==> src/design/crc32sbc_pkg.sv <==
// Package for the CRC-32 checker with single-bit error location.
// Holds sizes, CRC constants, status codes, shared structs and the CRC shift.
// No dependencies.
package crc32sbc_pkg;

   // frame bound and derived widths
   localparam int MAX_FRAME_BYTES = 2048;
   localparam int COUNT_W         = $clog2(MAX_FRAME_BYTES + 2);

   // word field widths
   localparam int DATA_W     = 8;
   localparam int STATUS_W   = 3;
   localparam int BYTE_IDX_W = 11;
   localparam int BIT_IDX_W  = 3;

   // reflected CRC-32
   localparam logic [31:0] CRC_POLY = 32'hEDB88320;
   localparam logic [31:0] CRC_ONES = 32'hFFFFFFFF;

   // result status codes
   typedef enum logic [STATUS_W-1:0] {
      STAT_OK        = 3'd0,
      STAT_CORRECTED = 3'd1,
      STAT_UNCORR    = 3'd2,
      STAT_SHORT     = 3'd3,
      STAT_LONG      = 3'd4
   } status_type;

   // command into the search engine
   typedef struct packed {
      logic               start;
      logic [31:0]        syndrome;
      logic [COUNT_W-1:0] last_pos;   // index of the last data byte
   } search_cmd_type;

   // answer from the search engine
   typedef struct packed {
      logic                  done;
      logic                  found;
      logic [COUNT_W-1:0]    byte_idx;
      logic [BIT_IDX_W-1:0]  bit_idx;
   } search_res_type;

   // one step of the reflected CRC register
   function automatic logic [31:0] crc_shift(input logic [31:0] v);
      crc_shift = (v >> 1) ^ ({32{v[0]}} & CRC_POLY);
   endfunction

endpackage

==> src/design/crc32sbc_if.sv <==
// Valid/ready channel interfaces for the request and response words.
// Depends on crc32sbc_pkg for field widths.
interface crc32sbc_req_if;
   logic                              valid;
   logic                              ready;
   logic [crc32sbc_pkg::DATA_W-1:0]   data_byte;
   logic                              last;

   modport source (output valid, output data_byte, output last, input ready);
   modport sink   (input valid, input data_byte, input last, output ready);
endinterface

interface crc32sbc_rsp_if;
   logic                                 valid;
   logic                                 ready;
   logic [crc32sbc_pkg::STATUS_W-1:0]    status;
   logic [crc32sbc_pkg::BYTE_IDX_W-1:0]  error_byte;
   logic [crc32sbc_pkg::BIT_IDX_W-1:0]   error_bit;

   modport source (output valid, output status, output error_byte, output error_bit,
                   input ready);
   modport sink   (input valid, input status, input error_byte, input error_bit,
                   output ready);
endinterface

==> src/design/crc32_check_single_bit_correct_core.sv <==
// Top level of the CRC-32 frame checker with single-bit error location.
// Depends on crc32sbc_pkg, crc32sbc_if.sv and crc32sbc_search.
//
//  channel   dir  handshake      word
//  req_chan  in   valid/ready    data_byte[7:0], last
//  rsp_chan  out  valid/ready    status[2:0], error_byte[10:0], error_bit[2:0]
//
// A byte that pushes a data byte into the CRC goes through ST_CRC (bit-serial CRC
// register, one shift per cycle); the first four bytes of a frame and bytes past
// the bound skip it. After the last byte ST_EVAL sets the verdict and ST_POST
// posts it, with a bit-serial search run between them on a mismatch with data.
// Reset is synchronous, active high; the frame state returns to its reset value.
// A waiting response word does not block intake; only a second result waits for it.
module crc32_check_single_bit_correct_core (
   input  logic                  clock,
   input  logic                  reset,
   crc32sbc_req_if.sink          req_chan,
   crc32sbc_rsp_if.source        rsp_chan
);

   typedef enum logic [4:0] {
      ST_IDLE   = 5'b00001,
      ST_CRC    = 5'b00010,
      ST_EVAL   = 5'b00100,
      ST_SEARCH = 5'b01000,
      ST_POST   = 5'b10000
   } state_type;

   state_type                                state_ff, state_in;
   logic [31:0]                              crc_ff, crc_in;
   logic [31:0]                              tail_ff, tail_in;
   logic [crc32sbc_pkg::COUNT_W-1:0]         count_ff, count_in;
   logic [crc32sbc_pkg::BIT_IDX_W-1:0]       shift_cnt_ff, shift_cnt_in;
   logic                                     last_pend_ff, last_pend_in;
   crc32sbc_pkg::status_type                 res_status_ff, res_status_in;
   logic [crc32sbc_pkg::COUNT_W-1:0]         res_byte_ff, res_byte_in;
   logic [crc32sbc_pkg::BIT_IDX_W-1:0]       res_bit_ff, res_bit_in;
   logic                                     rsp_valid_ff, rsp_valid_in;
   logic [crc32sbc_pkg::STATUS_W-1:0]        rsp_status_ff, rsp_status_in;
   logic [crc32sbc_pkg::BYTE_IDX_W-1:0]      rsp_byte_ff, rsp_byte_in;
   logic [crc32sbc_pkg::BIT_IDX_W-1:0]       rsp_bit_ff, rsp_bit_in;

   logic                                     accept;
   logic                                     in_range;
   logic                                     feeds_crc;
   logic                                     load_rsp;
   logic [31:0]                              syndrome;
   crc32sbc_pkg::search_cmd_type             search_cmd;
   crc32sbc_pkg::search_res_type             search_res;

   assign req_chan.ready = (state_ff == ST_IDLE);
   assign accept         = req_chan.valid && req_chan.ready;
   assign in_range  = (count_ff <= crc32sbc_pkg::COUNT_W'(crc32sbc_pkg::MAX_FRAME_BYTES));
   assign feeds_crc = in_range && (count_ff >= crc32sbc_pkg::COUNT_W'(4));
   assign syndrome  = crc_ff ^ crc32sbc_pkg::CRC_ONES ^ tail_ff;
   assign load_rsp  = (state_ff == ST_POST) && (!rsp_valid_ff || rsp_chan.ready);

   // frame intake, CRC shifting and result evaluation
   always_comb begin
      state_in      = state_ff;
      crc_in        = crc_ff;
      tail_in       = tail_ff;
      count_in      = count_ff;
      shift_cnt_in  = shift_cnt_ff;
      last_pend_in  = last_pend_ff;
      res_status_in = res_status_ff;
      res_byte_in   = res_byte_ff;
      res_bit_in    = res_bit_ff;
      search_cmd.start    = 1'b0;
      search_cmd.syndrome = syndrome;
      search_cmd.last_pos = count_ff - crc32sbc_pkg::COUNT_W'(5);
      unique case (state_ff)
         ST_IDLE: begin
            if (accept) begin
               last_pend_in = req_chan.last;
               if (in_range) begin
                  tail_in  = {req_chan.data_byte, tail_ff[31:8]};
                  count_in = count_ff + 1'b1;
               end
               if (feeds_crc) begin
                  crc_in       = crc_ff ^ {24'h0, tail_ff[7:0]};
                  shift_cnt_in = '0;
                  state_in     = ST_CRC;
               end else if (req_chan.last) begin
                  state_in = ST_EVAL;
               end
            end
         end
         ST_CRC: begin
            crc_in       = crc32sbc_pkg::crc_shift(crc_ff);
            shift_cnt_in = shift_cnt_ff + 1'b1;
            if (shift_cnt_ff == '1) begin
               state_in = last_pend_ff ? ST_EVAL : ST_IDLE;
            end
         end
         ST_EVAL: begin
            res_byte_in = '0;
            res_bit_in  = '0;
            state_in    = ST_POST;
            priority if (!in_range) begin
               res_status_in = crc32sbc_pkg::STAT_LONG;
            end else if (count_ff < crc32sbc_pkg::COUNT_W'(4)) begin
               res_status_in = crc32sbc_pkg::STAT_SHORT;
            end else if (syndrome == '0) begin
               res_status_in = crc32sbc_pkg::STAT_OK;
            end else if (count_ff == crc32sbc_pkg::COUNT_W'(4)) begin
               res_status_in = crc32sbc_pkg::STAT_UNCORR;
            end else begin
               search_cmd.start = 1'b1;
               state_in         = ST_SEARCH;
            end
         end
         ST_SEARCH: begin
            if (search_res.done) begin
               state_in = ST_POST;
               if (search_res.found) begin
                  res_status_in = crc32sbc_pkg::STAT_CORRECTED;
                  res_byte_in   = search_res.byte_idx;
                  res_bit_in    = search_res.bit_idx;
               end else begin
                  res_status_in = crc32sbc_pkg::STAT_UNCORR;
               end
            end
         end
         ST_POST: begin
            if (load_rsp) begin
               crc_in   = crc32sbc_pkg::CRC_ONES;
               tail_in  = '0;
               count_in = '0;
               state_in = ST_IDLE;
            end
         end
         default: state_in = ST_IDLE;
      endcase
   end

   // response register
   always_comb begin
      rsp_valid_in  = rsp_valid_ff && !rsp_chan.ready;
      rsp_status_in = rsp_status_ff;
      rsp_byte_in   = rsp_byte_ff;
      rsp_bit_in    = rsp_bit_ff;
      if (load_rsp) begin
         rsp_valid_in  = 1'b1;
         rsp_status_in = res_status_ff;
         rsp_byte_in   = crc32sbc_pkg::BYTE_IDX_W'(res_byte_ff);
         rsp_bit_in    = res_bit_ff;
      end
   end

   always_ff @(posedge clock) begin
      if (reset) begin
         state_ff     <= ST_IDLE;
         crc_ff       <= crc32sbc_pkg::CRC_ONES;
         tail_ff      <= '0;
         count_ff     <= '0;
         shift_cnt_ff <= '0;
         last_pend_ff <= 1'b0;
         rsp_valid_ff <= 1'b0;
      end else begin
         state_ff     <= state_in;
         crc_ff       <= crc_in;
         tail_ff      <= tail_in;
         count_ff     <= count_in;
         shift_cnt_ff <= shift_cnt_in;
         last_pend_ff <= last_pend_in;
         rsp_valid_ff <= rsp_valid_in;
      end
   end

   always_ff @(posedge clock) begin
      res_status_ff <= res_status_in;
      res_byte_ff   <= res_byte_in;
      res_bit_ff    <= res_bit_in;
      rsp_status_ff <= rsp_status_in;
      rsp_byte_ff   <= rsp_byte_in;
      rsp_bit_ff    <= rsp_bit_in;
   end

   crc32sbc_search u_search (
      .clock (clock),
      .reset (reset),
      .cmd   (search_cmd),
      .res   (search_res)
   );

   assign rsp_chan.valid      = rsp_valid_ff;
   assign rsp_chan.status     = rsp_status_ff;
   assign rsp_chan.error_byte = rsp_byte_ff;
   assign rsp_chan.error_bit  = rsp_bit_ff;

`ifndef SYNTHESIS
   // location fields are zero unless a bit was corrected
   a_loc_zero: assert property (@(posedge clock) disable iff (reset)
      (rsp_valid_ff && rsp_status_ff != crc32sbc_pkg::STAT_CORRECTED)
         |-> (rsp_byte_ff == '0 && rsp_bit_ff == '0))
      else $error("location set on a word that is not a correction");

   // the search engine only finishes while the FSM waits for it
   a_done_in_search: assert property (@(posedge clock) disable iff (reset)
      search_res.done |-> state_ff == ST_SEARCH)
      else $error("search finished outside the search state");

   // frame state is back at reset value after a result is posted
   a_frame_cleared: assert property (@(posedge clock) disable iff (reset)
      load_rsp |=> (count_ff == '0 && crc_ff == crc32sbc_pkg::CRC_ONES && tail_ff == '0))
      else $error("frame state not cleared after result");
`endif

endmodule

==> src/design/crc32sbc_search.sv <==
// Bit-serial single-bit error search: walks the CRC error pattern one shift per cycle.
// Depends on crc32sbc_pkg (crc_shift, search structs).
module crc32sbc_search (
   input  logic                          clock,
   input  logic                          reset,
   input  crc32sbc_pkg::search_cmd_type  cmd,
   output crc32sbc_pkg::search_res_type  res
);

   logic [31:0]                           pattern_ff, pattern_in;
   logic [31:0]                           syn_ff, syn_in;
   logic [crc32sbc_pkg::COUNT_W-1:0]      pos_ff, pos_in;
   logic [crc32sbc_pkg::BIT_IDX_W-1:0]    bit_ff, bit_in;
   logic                                  busy_ff, busy_in;
   logic                                  done_ff, done_in;
   logic                                  found_ff, found_in;
   logic [crc32sbc_pkg::COUNT_W-1:0]      rec_byte_ff, rec_byte_in;
   logic [crc32sbc_pkg::BIT_IDX_W-1:0]    rec_bit_ff, rec_bit_in;
   logic [31:0]                           shifted;

   // Pattern after n shifts of 1 is the syndrome of the bit that is n steps from the end;
   // walking from the last byte down and bit 7 down, the final match is the lowest.
   assign shifted = crc32sbc_pkg::crc_shift(pattern_ff);

   always_comb begin
      pattern_in  = pattern_ff;
      syn_in      = syn_ff;
      pos_in      = pos_ff;
      bit_in      = bit_ff;
      busy_in     = busy_ff;
      done_in     = 1'b0;
      found_in    = found_ff;
      rec_byte_in = rec_byte_ff;
      rec_bit_in  = rec_bit_ff;
      if (cmd.start) begin
         pattern_in = 32'h1;
         syn_in     = cmd.syndrome;
         pos_in     = cmd.last_pos;
         bit_in     = '1;
         busy_in    = 1'b1;
         found_in   = 1'b0;
      end else if (busy_ff) begin
         pattern_in = shifted;
         if (shifted == syn_ff) begin
            found_in    = 1'b1;
            rec_byte_in = pos_ff;
            rec_bit_in  = bit_ff;
         end
         bit_in = bit_ff - 1'b1;
         if (bit_ff == '0) begin
            if (pos_ff == '0) begin
               busy_in = 1'b0;
               done_in = 1'b1;
            end else begin
               pos_in = pos_ff - 1'b1;
            end
         end
      end
   end

   // control state
   always_ff @(posedge clock) begin
      if (reset) begin
         busy_ff  <= 1'b0;
         done_ff  <= 1'b0;
         found_ff <= 1'b0;
      end else begin
         busy_ff  <= busy_in;
         done_ff  <= done_in;
         found_ff <= found_in;
      end
   end

   // work registers
   always_ff @(posedge clock) begin
      pattern_ff  <= pattern_in;
      syn_ff      <= syn_in;
      pos_ff      <= pos_in;
      bit_ff      <= bit_in;
      rec_byte_ff <= rec_byte_in;
      rec_bit_ff  <= rec_bit_in;
   end

   assign res.done     = done_ff;
   assign res.found    = found_ff;
   assign res.byte_idx = rec_byte_ff;
   assign res.bit_idx  = rec_bit_ff;

endmodule

==> src/flat_wrapper.sv <==
// flat-port wrapper written by rule: the top's interface ports become plain ports
module crc32_check_single_bit_correct_core_flat 
  (clock, reset, req_chan_valid, req_chan_data_byte, req_chan_last, req_chan_ready, rsp_chan_valid, rsp_chan_status, rsp_chan_error_byte, rsp_chan_error_bit, rsp_chan_ready);
  crc32sbc_req_if req_chan_i ();
  crc32sbc_rsp_if rsp_chan_i ();
  input  logic clock;
  input  logic reset;
  input wire logic [$bits(req_chan_i.valid)-1:0] req_chan_valid;
  input wire logic [$bits(req_chan_i.data_byte)-1:0] req_chan_data_byte;
  input wire logic [$bits(req_chan_i.last)-1:0] req_chan_last;
  output wire logic [$bits(req_chan_i.ready)-1:0] req_chan_ready;
  output wire logic [$bits(rsp_chan_i.valid)-1:0] rsp_chan_valid;
  output wire logic [$bits(rsp_chan_i.status)-1:0] rsp_chan_status;
  output wire logic [$bits(rsp_chan_i.error_byte)-1:0] rsp_chan_error_byte;
  output wire logic [$bits(rsp_chan_i.error_bit)-1:0] rsp_chan_error_bit;
  input wire logic [$bits(rsp_chan_i.ready)-1:0] rsp_chan_ready;
  assign req_chan_i.valid = req_chan_valid;
  assign req_chan_i.data_byte = req_chan_data_byte;
  assign req_chan_i.last = req_chan_last;
  assign req_chan_ready = req_chan_i.ready;
  assign rsp_chan_valid = rsp_chan_i.valid;
  assign rsp_chan_status = rsp_chan_i.status;
  assign rsp_chan_error_byte = rsp_chan_i.error_byte;
  assign rsp_chan_error_bit = rsp_chan_i.error_bit;
  assign rsp_chan_i.ready = rsp_chan_ready;
  crc32_check_single_bit_correct_core u_core (.clock(clock), .reset(reset), .req_chan(req_chan_i), .rsp_chan(rsp_chan_i));
endmodule
==> config.mk <==
export PLATFORM = sky130hd
export DESIGN_NAME = crc32_check_single_bit_correct_core_flat
export DESIGN_NICKNAME = d
export VERILOG_FILES = /design/src/design/crc32sbc_pkg.sv /design/src/design/crc32sbc_if.sv /design/src/design/crc32_check_single_bit_correct_core.sv /design/src/design/crc32sbc_search.sv /design/src/flat_wrapper.sv
export SDC_FILE = /design/constraint.sdc
export NUM_CORES = 1
export LEC_CHECK = 0
export BUFFER_PORTS_ARGS = -buffer_cell sky130_fd_sc_hd__buf_2
export CAP_MARGIN = 25
export CORE_UTILIZATION = 47
export DETAILED_ROUTE_END_ITERATION = 7
export GPL_TIMING_DRIVEN = 0
export SLEW_MARGIN = 10
export SYNTH_ARGS = -nofsm -noshare
export SYNTH_HDL_FRONTEND = slang
export SYNTH_HIERARCHICAL = 1
export SYNTH_SLANG_ARGS = --single-unit
==> constraint.sdc <==
create_clock -name clock -period 11.02 [get_ports clock]
set_input_delay 0.551 -clock clock [delete_from_list [all_inputs] [get_ports clock]]
set_output_delay 0.551 -clock clock [all_outputs]
set_load 0.1 [all_outputs]
* Word level (Yosys, flattened, before mapping) *
Index checks and enable logic that the tools add are counted.

storage, ports and cells
  bits of input ports = 13
  word-level logic and storage cells = 139
  output and inout port bits = 19
  register bits after elaboration = 216

cells by class
  bitwise gates (word level) = 8
  mux-type cells = 55
  $add $sub $neg = 5
  reduce and logical (&&, ||, !) cells = 28
  equal/unequal tests = 18
  $lt $le $gt $ge = 3

operators by type and width
  cell                     count
  $mux W32                 6
  $pmux W32 S3             1
  $mux W12                 7
  $pmux W32 S2             1
  $xor A31 B32 Y32         2
  $mux W5                  10
  $eq A32 B32 Y1           1
  $logic_not A32 Y1        1
  $not A32 Y32             1
  $xor A32 B32 Y32         1
  $xor A32 B8 Y32          1
  $mux W3                  10
  $pmux W5 S5              1
  $pmux W12 S2             1
  $mux W11                 2
  $pmux W11 S2             1
  $pmux W3 S2              3
  $reduce_and A3 Y1        5
  $add A12 B1 Y12 const B  1
  $eq A12 B3 Y1 const B    1
  $ge A12 B3 Y1 const B    1
  $le A12 B12 Y1 const B   1
  $logic_not A12 Y1        1
  $lt A12 B3 Y1 const B    1
  other kinds (28)         56

* Logic depth before layout (Yosys ltp) *
  depth after elaboration = 9
  gate-level depth with buffers = 11
  mapped depth without buffers = 10

* Hierarchy *
The synthesis kept the hierarchy.

by module, submodules not included
  module                               sequential area each (sq um)  cells an instance  area an instance (sq um)  times used
  crc32_check_single_bit_correct_core  2,742.6                       570                5,606.6                   1
  crc32sbc_search                      2,532.4                       331                4,083.9                   1

* Worst setup path after synthesis *
OpenSTA, ideal clock, no wires.

  path kind = flip-flop to flip-flop
  from = register u_core/count_ff[6] (netlist name)
  to = register u_core/u_search/pos_ff[0] (netlist name), enable pin
  setup slack = 6,972 ps
  cell stages (with the launch flop) = 10
  data required time = 10,670 ps
  period minus slack after synthesis = 4,048 ps
  path buffers = 2
  arrival = 3,698 ps
  library setup time = 350 ps
  cells stage by stage = dfxtp_1 > buf_6 > nor4_4 > nand2_1 > o32a_1 > o21bai_1 > nor2_1 > clkbuf_8 > inv_2 > nand2_1

RTL lines
  item                      RTL line                                    RTL
  start: declaration        crc32_check_single_bit_correct_core.sv:32   logic [crc32sbc_pkg::COUNT_W-1:0] count_ff, count_in;
  start signal: assignment  crc32_check_single_bit_correct_core.sv:164  count_ff <= count_in;
  end signal: assignment    crc32sbc_search.sv:78                       pos_ff <= pos_in;
  end: declaration          crc32sbc_search.sv:12                       logic [crc32sbc_pkg::COUNT_W-1:0] pos_ff, pos_in;

* Worst setup path after layout *
  from = register u_core.state_ff[4]
  to = output req_chan_ready

between the ends
  cells in the longest elaborated chain, start to end = 1

ends and longest elaborated chain
  item                      RTL line                                    RTL
  start: declaration        crc32_check_single_bit_correct_core.sv:29   state_type state_ff, state_in;
  start signal: assignment  crc32_check_single_bit_correct_core.sv:161  state_ff <= state_in;
  $eq A5 B1 Y1              crc32_check_single_bit_correct_core.sv:51   assign req_chan.ready = (state_ff == ST_IDLE);
  end: declaration          flat_wrapper.sv:11                          output wire logic [$bits(req_chan_i.ready)-1:0] req_chan_ready;

No other way between the ends.

==> impl_metrics.json <==
{
  "hold_class": "in2reg",
  "die_area_mm2": 0.02113,
  "first_iter_violations": 348,
  "worstSetupEndpointType": "output port",
  "hold_buffers": 0,
  "postCtsSetupRepairBufs": 0,
  "clk_latency_ps": 510,
  "fin_util_pct": 54.29,
  "fp.dieW_um": 145.4,
  "numCtsBuffers": 24,
  "p_leak_nw": 3.854,
  "finalSetupViolCount": 0,
  "worstSetupStartpointType": "flop",
  "grt_first_pass_wirelength_um": 34380,
  "dp_cells": 1205,
  "crit_cells": 5,
  "max_slew_margin_pct": 31.17,
  "max_stage_delay_ps": 840,
  "maxCapViolations": 0,
  "drc": 0,
  "criticalPathCategory": "reg2out",
  "status": "finished clean",
  "grt_max_degree": 34,
  "cp.required_ps": 10470,
  "fmax_ghz": 0.3075,
  "crit_family": "simple AND/OR/NAND/NOR gates",
  "dpl_cell_area_mm2": 0.01022,
  "ioPinCount": 32,
  "hpwl_um": 15610,
  "drive_gt1_share_pct": 11.45,
  "slowest_stage": "nor3_1",
  "worstPathCellList": "buf_2 -> nor3_1 -> nand3b_1 -> inv_1 -> buf_2",
  "syn_area_mm2": 0.009661,
  "r2r_cells": 10,
  "tightest_slew_ps": 1025,
  "viasPerCell": 5.402,
  "drt_pass1_iterations": 5,
  "grt-ovfl-total": 0,
  "routabilityCongestion": 0.8873,
  "htree_levels": 1,
  "period_share_pct": 29.51,
  "fin_hold_ws_ps": 278.2,
  "cts.sinks": 216,
  "post-place-ws_ps": 7957,
  "design_area_mm2": 0.01095,
  "rsz0062_at_grt": "false",
  "synth_cells": 900,
  "vias": 6742,
  "arrival_ps": 2700,
  "layout.cells.non_filler": 1248,
  "wl_per_cell_um": 16.85,
  "synth_nets": 922,
  "tritoncts": "yes",
  "irDropWorstVdd_mv": 0.1348,
  "pwr_density_cell_mw_per_mm2": 161.4,
  "path_max_fanout": 9,
  "hold-path-cell-count": 3,
  "gr-usage-all-layers_pct": 20.43,
  "start_util_pct": 47.90,
  "antenna_found_initial": 0,
  "ctsRootBufferMaster": "clkbuf_16",
  "cts_resized": 0,
  "final_nets": 983,
  "worst_clock_skew_ps": 14.97,
  "antenna_cells": 0,
  "die_h_um": 145.4,
  "postRouteWirelength_um": 21030,
  "yosys_warnings": 6,
  "crit_top_cell": "buf_2",
  "path_buf_inv": 3,
  "syn_area_per_cell_um2": 10.73,
  "clk_pin_slew_ps": 60,
  "core_area_mm2": 0.02017,
  "fin_crit_ps": 3252,
  "hold_violations": 0,
  "total_power_mw": 1.768,
  "io_buffers": 31,
  "setup_ws_ps": 7768,
  "tns_ps": 0,
  "ant_nets": 0,
  "drv_slew": 0,
  "core.rowCount": 52,
  "area_growth_pct": 13.35,
  "first_global_vias": 6429,
  "clock_path_buffers": 3
}
-- state kept, by name, summed over array words and instances (netlist names), 12 cells and up --
register and flops:
u_core/tail_ff 32, u_core/u_search/pattern_ff 32, u_core/u_search/pos_ff 12, u_core/crc_ff 32
u_core/u_search/syn_ff 32, u_core/count_ff 12
-- routing by layer --
metal	track usage (%)	vias to the layer above	part of all wire (%)
met5	0	-	0
met4	7.947	0	3.8
met3	3.009	40	4.1
met2	31.66	158	43
met1	28.94	3161	49
li1	-	3383	-
-- worst paths after layout --
path,start,endpoint,slack (ps)
setup reg to reg,u_core/count_ff[4],u_core/u_search/rec_byte_ff[7],8000
hold / removal,req_chan_data_byte[7],u_core/tail_ff[31],280
setup / recovery,u_core/state_ff[4],req_chan_ready,7770
hold reg to reg,u_core/res_byte_ff[6],u_core/rsp_chan.error_byte[6],420
-- layout by cell type (no fill, tap or decap), drive strengths merged, types with 7 or more instances in the layout --
cell type and count:
nand2 72, inv 15, nand2b 8, o22a 12, o211ai 11, ha 9
o21ai 52, buf 56, nor2b 7, nor4 17, a21oi 20, dfxtp 124
nor2 85, mux2i 42, clkbuf 70, nor3 25, nand3 20, nand4 30
a211oi 15, xnor2 80, edfxtp 92, and3 21, xor2 30
-- worst reg2reg max path, stage by stage, from the launching register on --
cell and delay [ps]:
dfxtp_1 290, buf_2 180, nor4_4 400, nand2_1 150
o32a_1 370, o21bai_1 230, nor2_4 170, buf_12 220
clkbuf_1 420, nor3_2 160, buf_6 180
-- power breakdown --
part | switching, mW | internal (mW)
logic | 0.108 | 0.0551
clock network | 0.299 | 0.436
registers | 0.0186 | 0.850
-- area by class of cell --
cell class                 count  area (um^2)
tap                          270        337.8
timing repair buffer          35        209.0
buffer                        52        254.0
clock inverter                 4        20.02
multi-input combinational    617         4120
sequential                   216         5245
inverter                      15        56.30
clock buffer                  39        708.2
fill                        1881         9219
No activity file was read; power rests on OpenSTA's default activity.
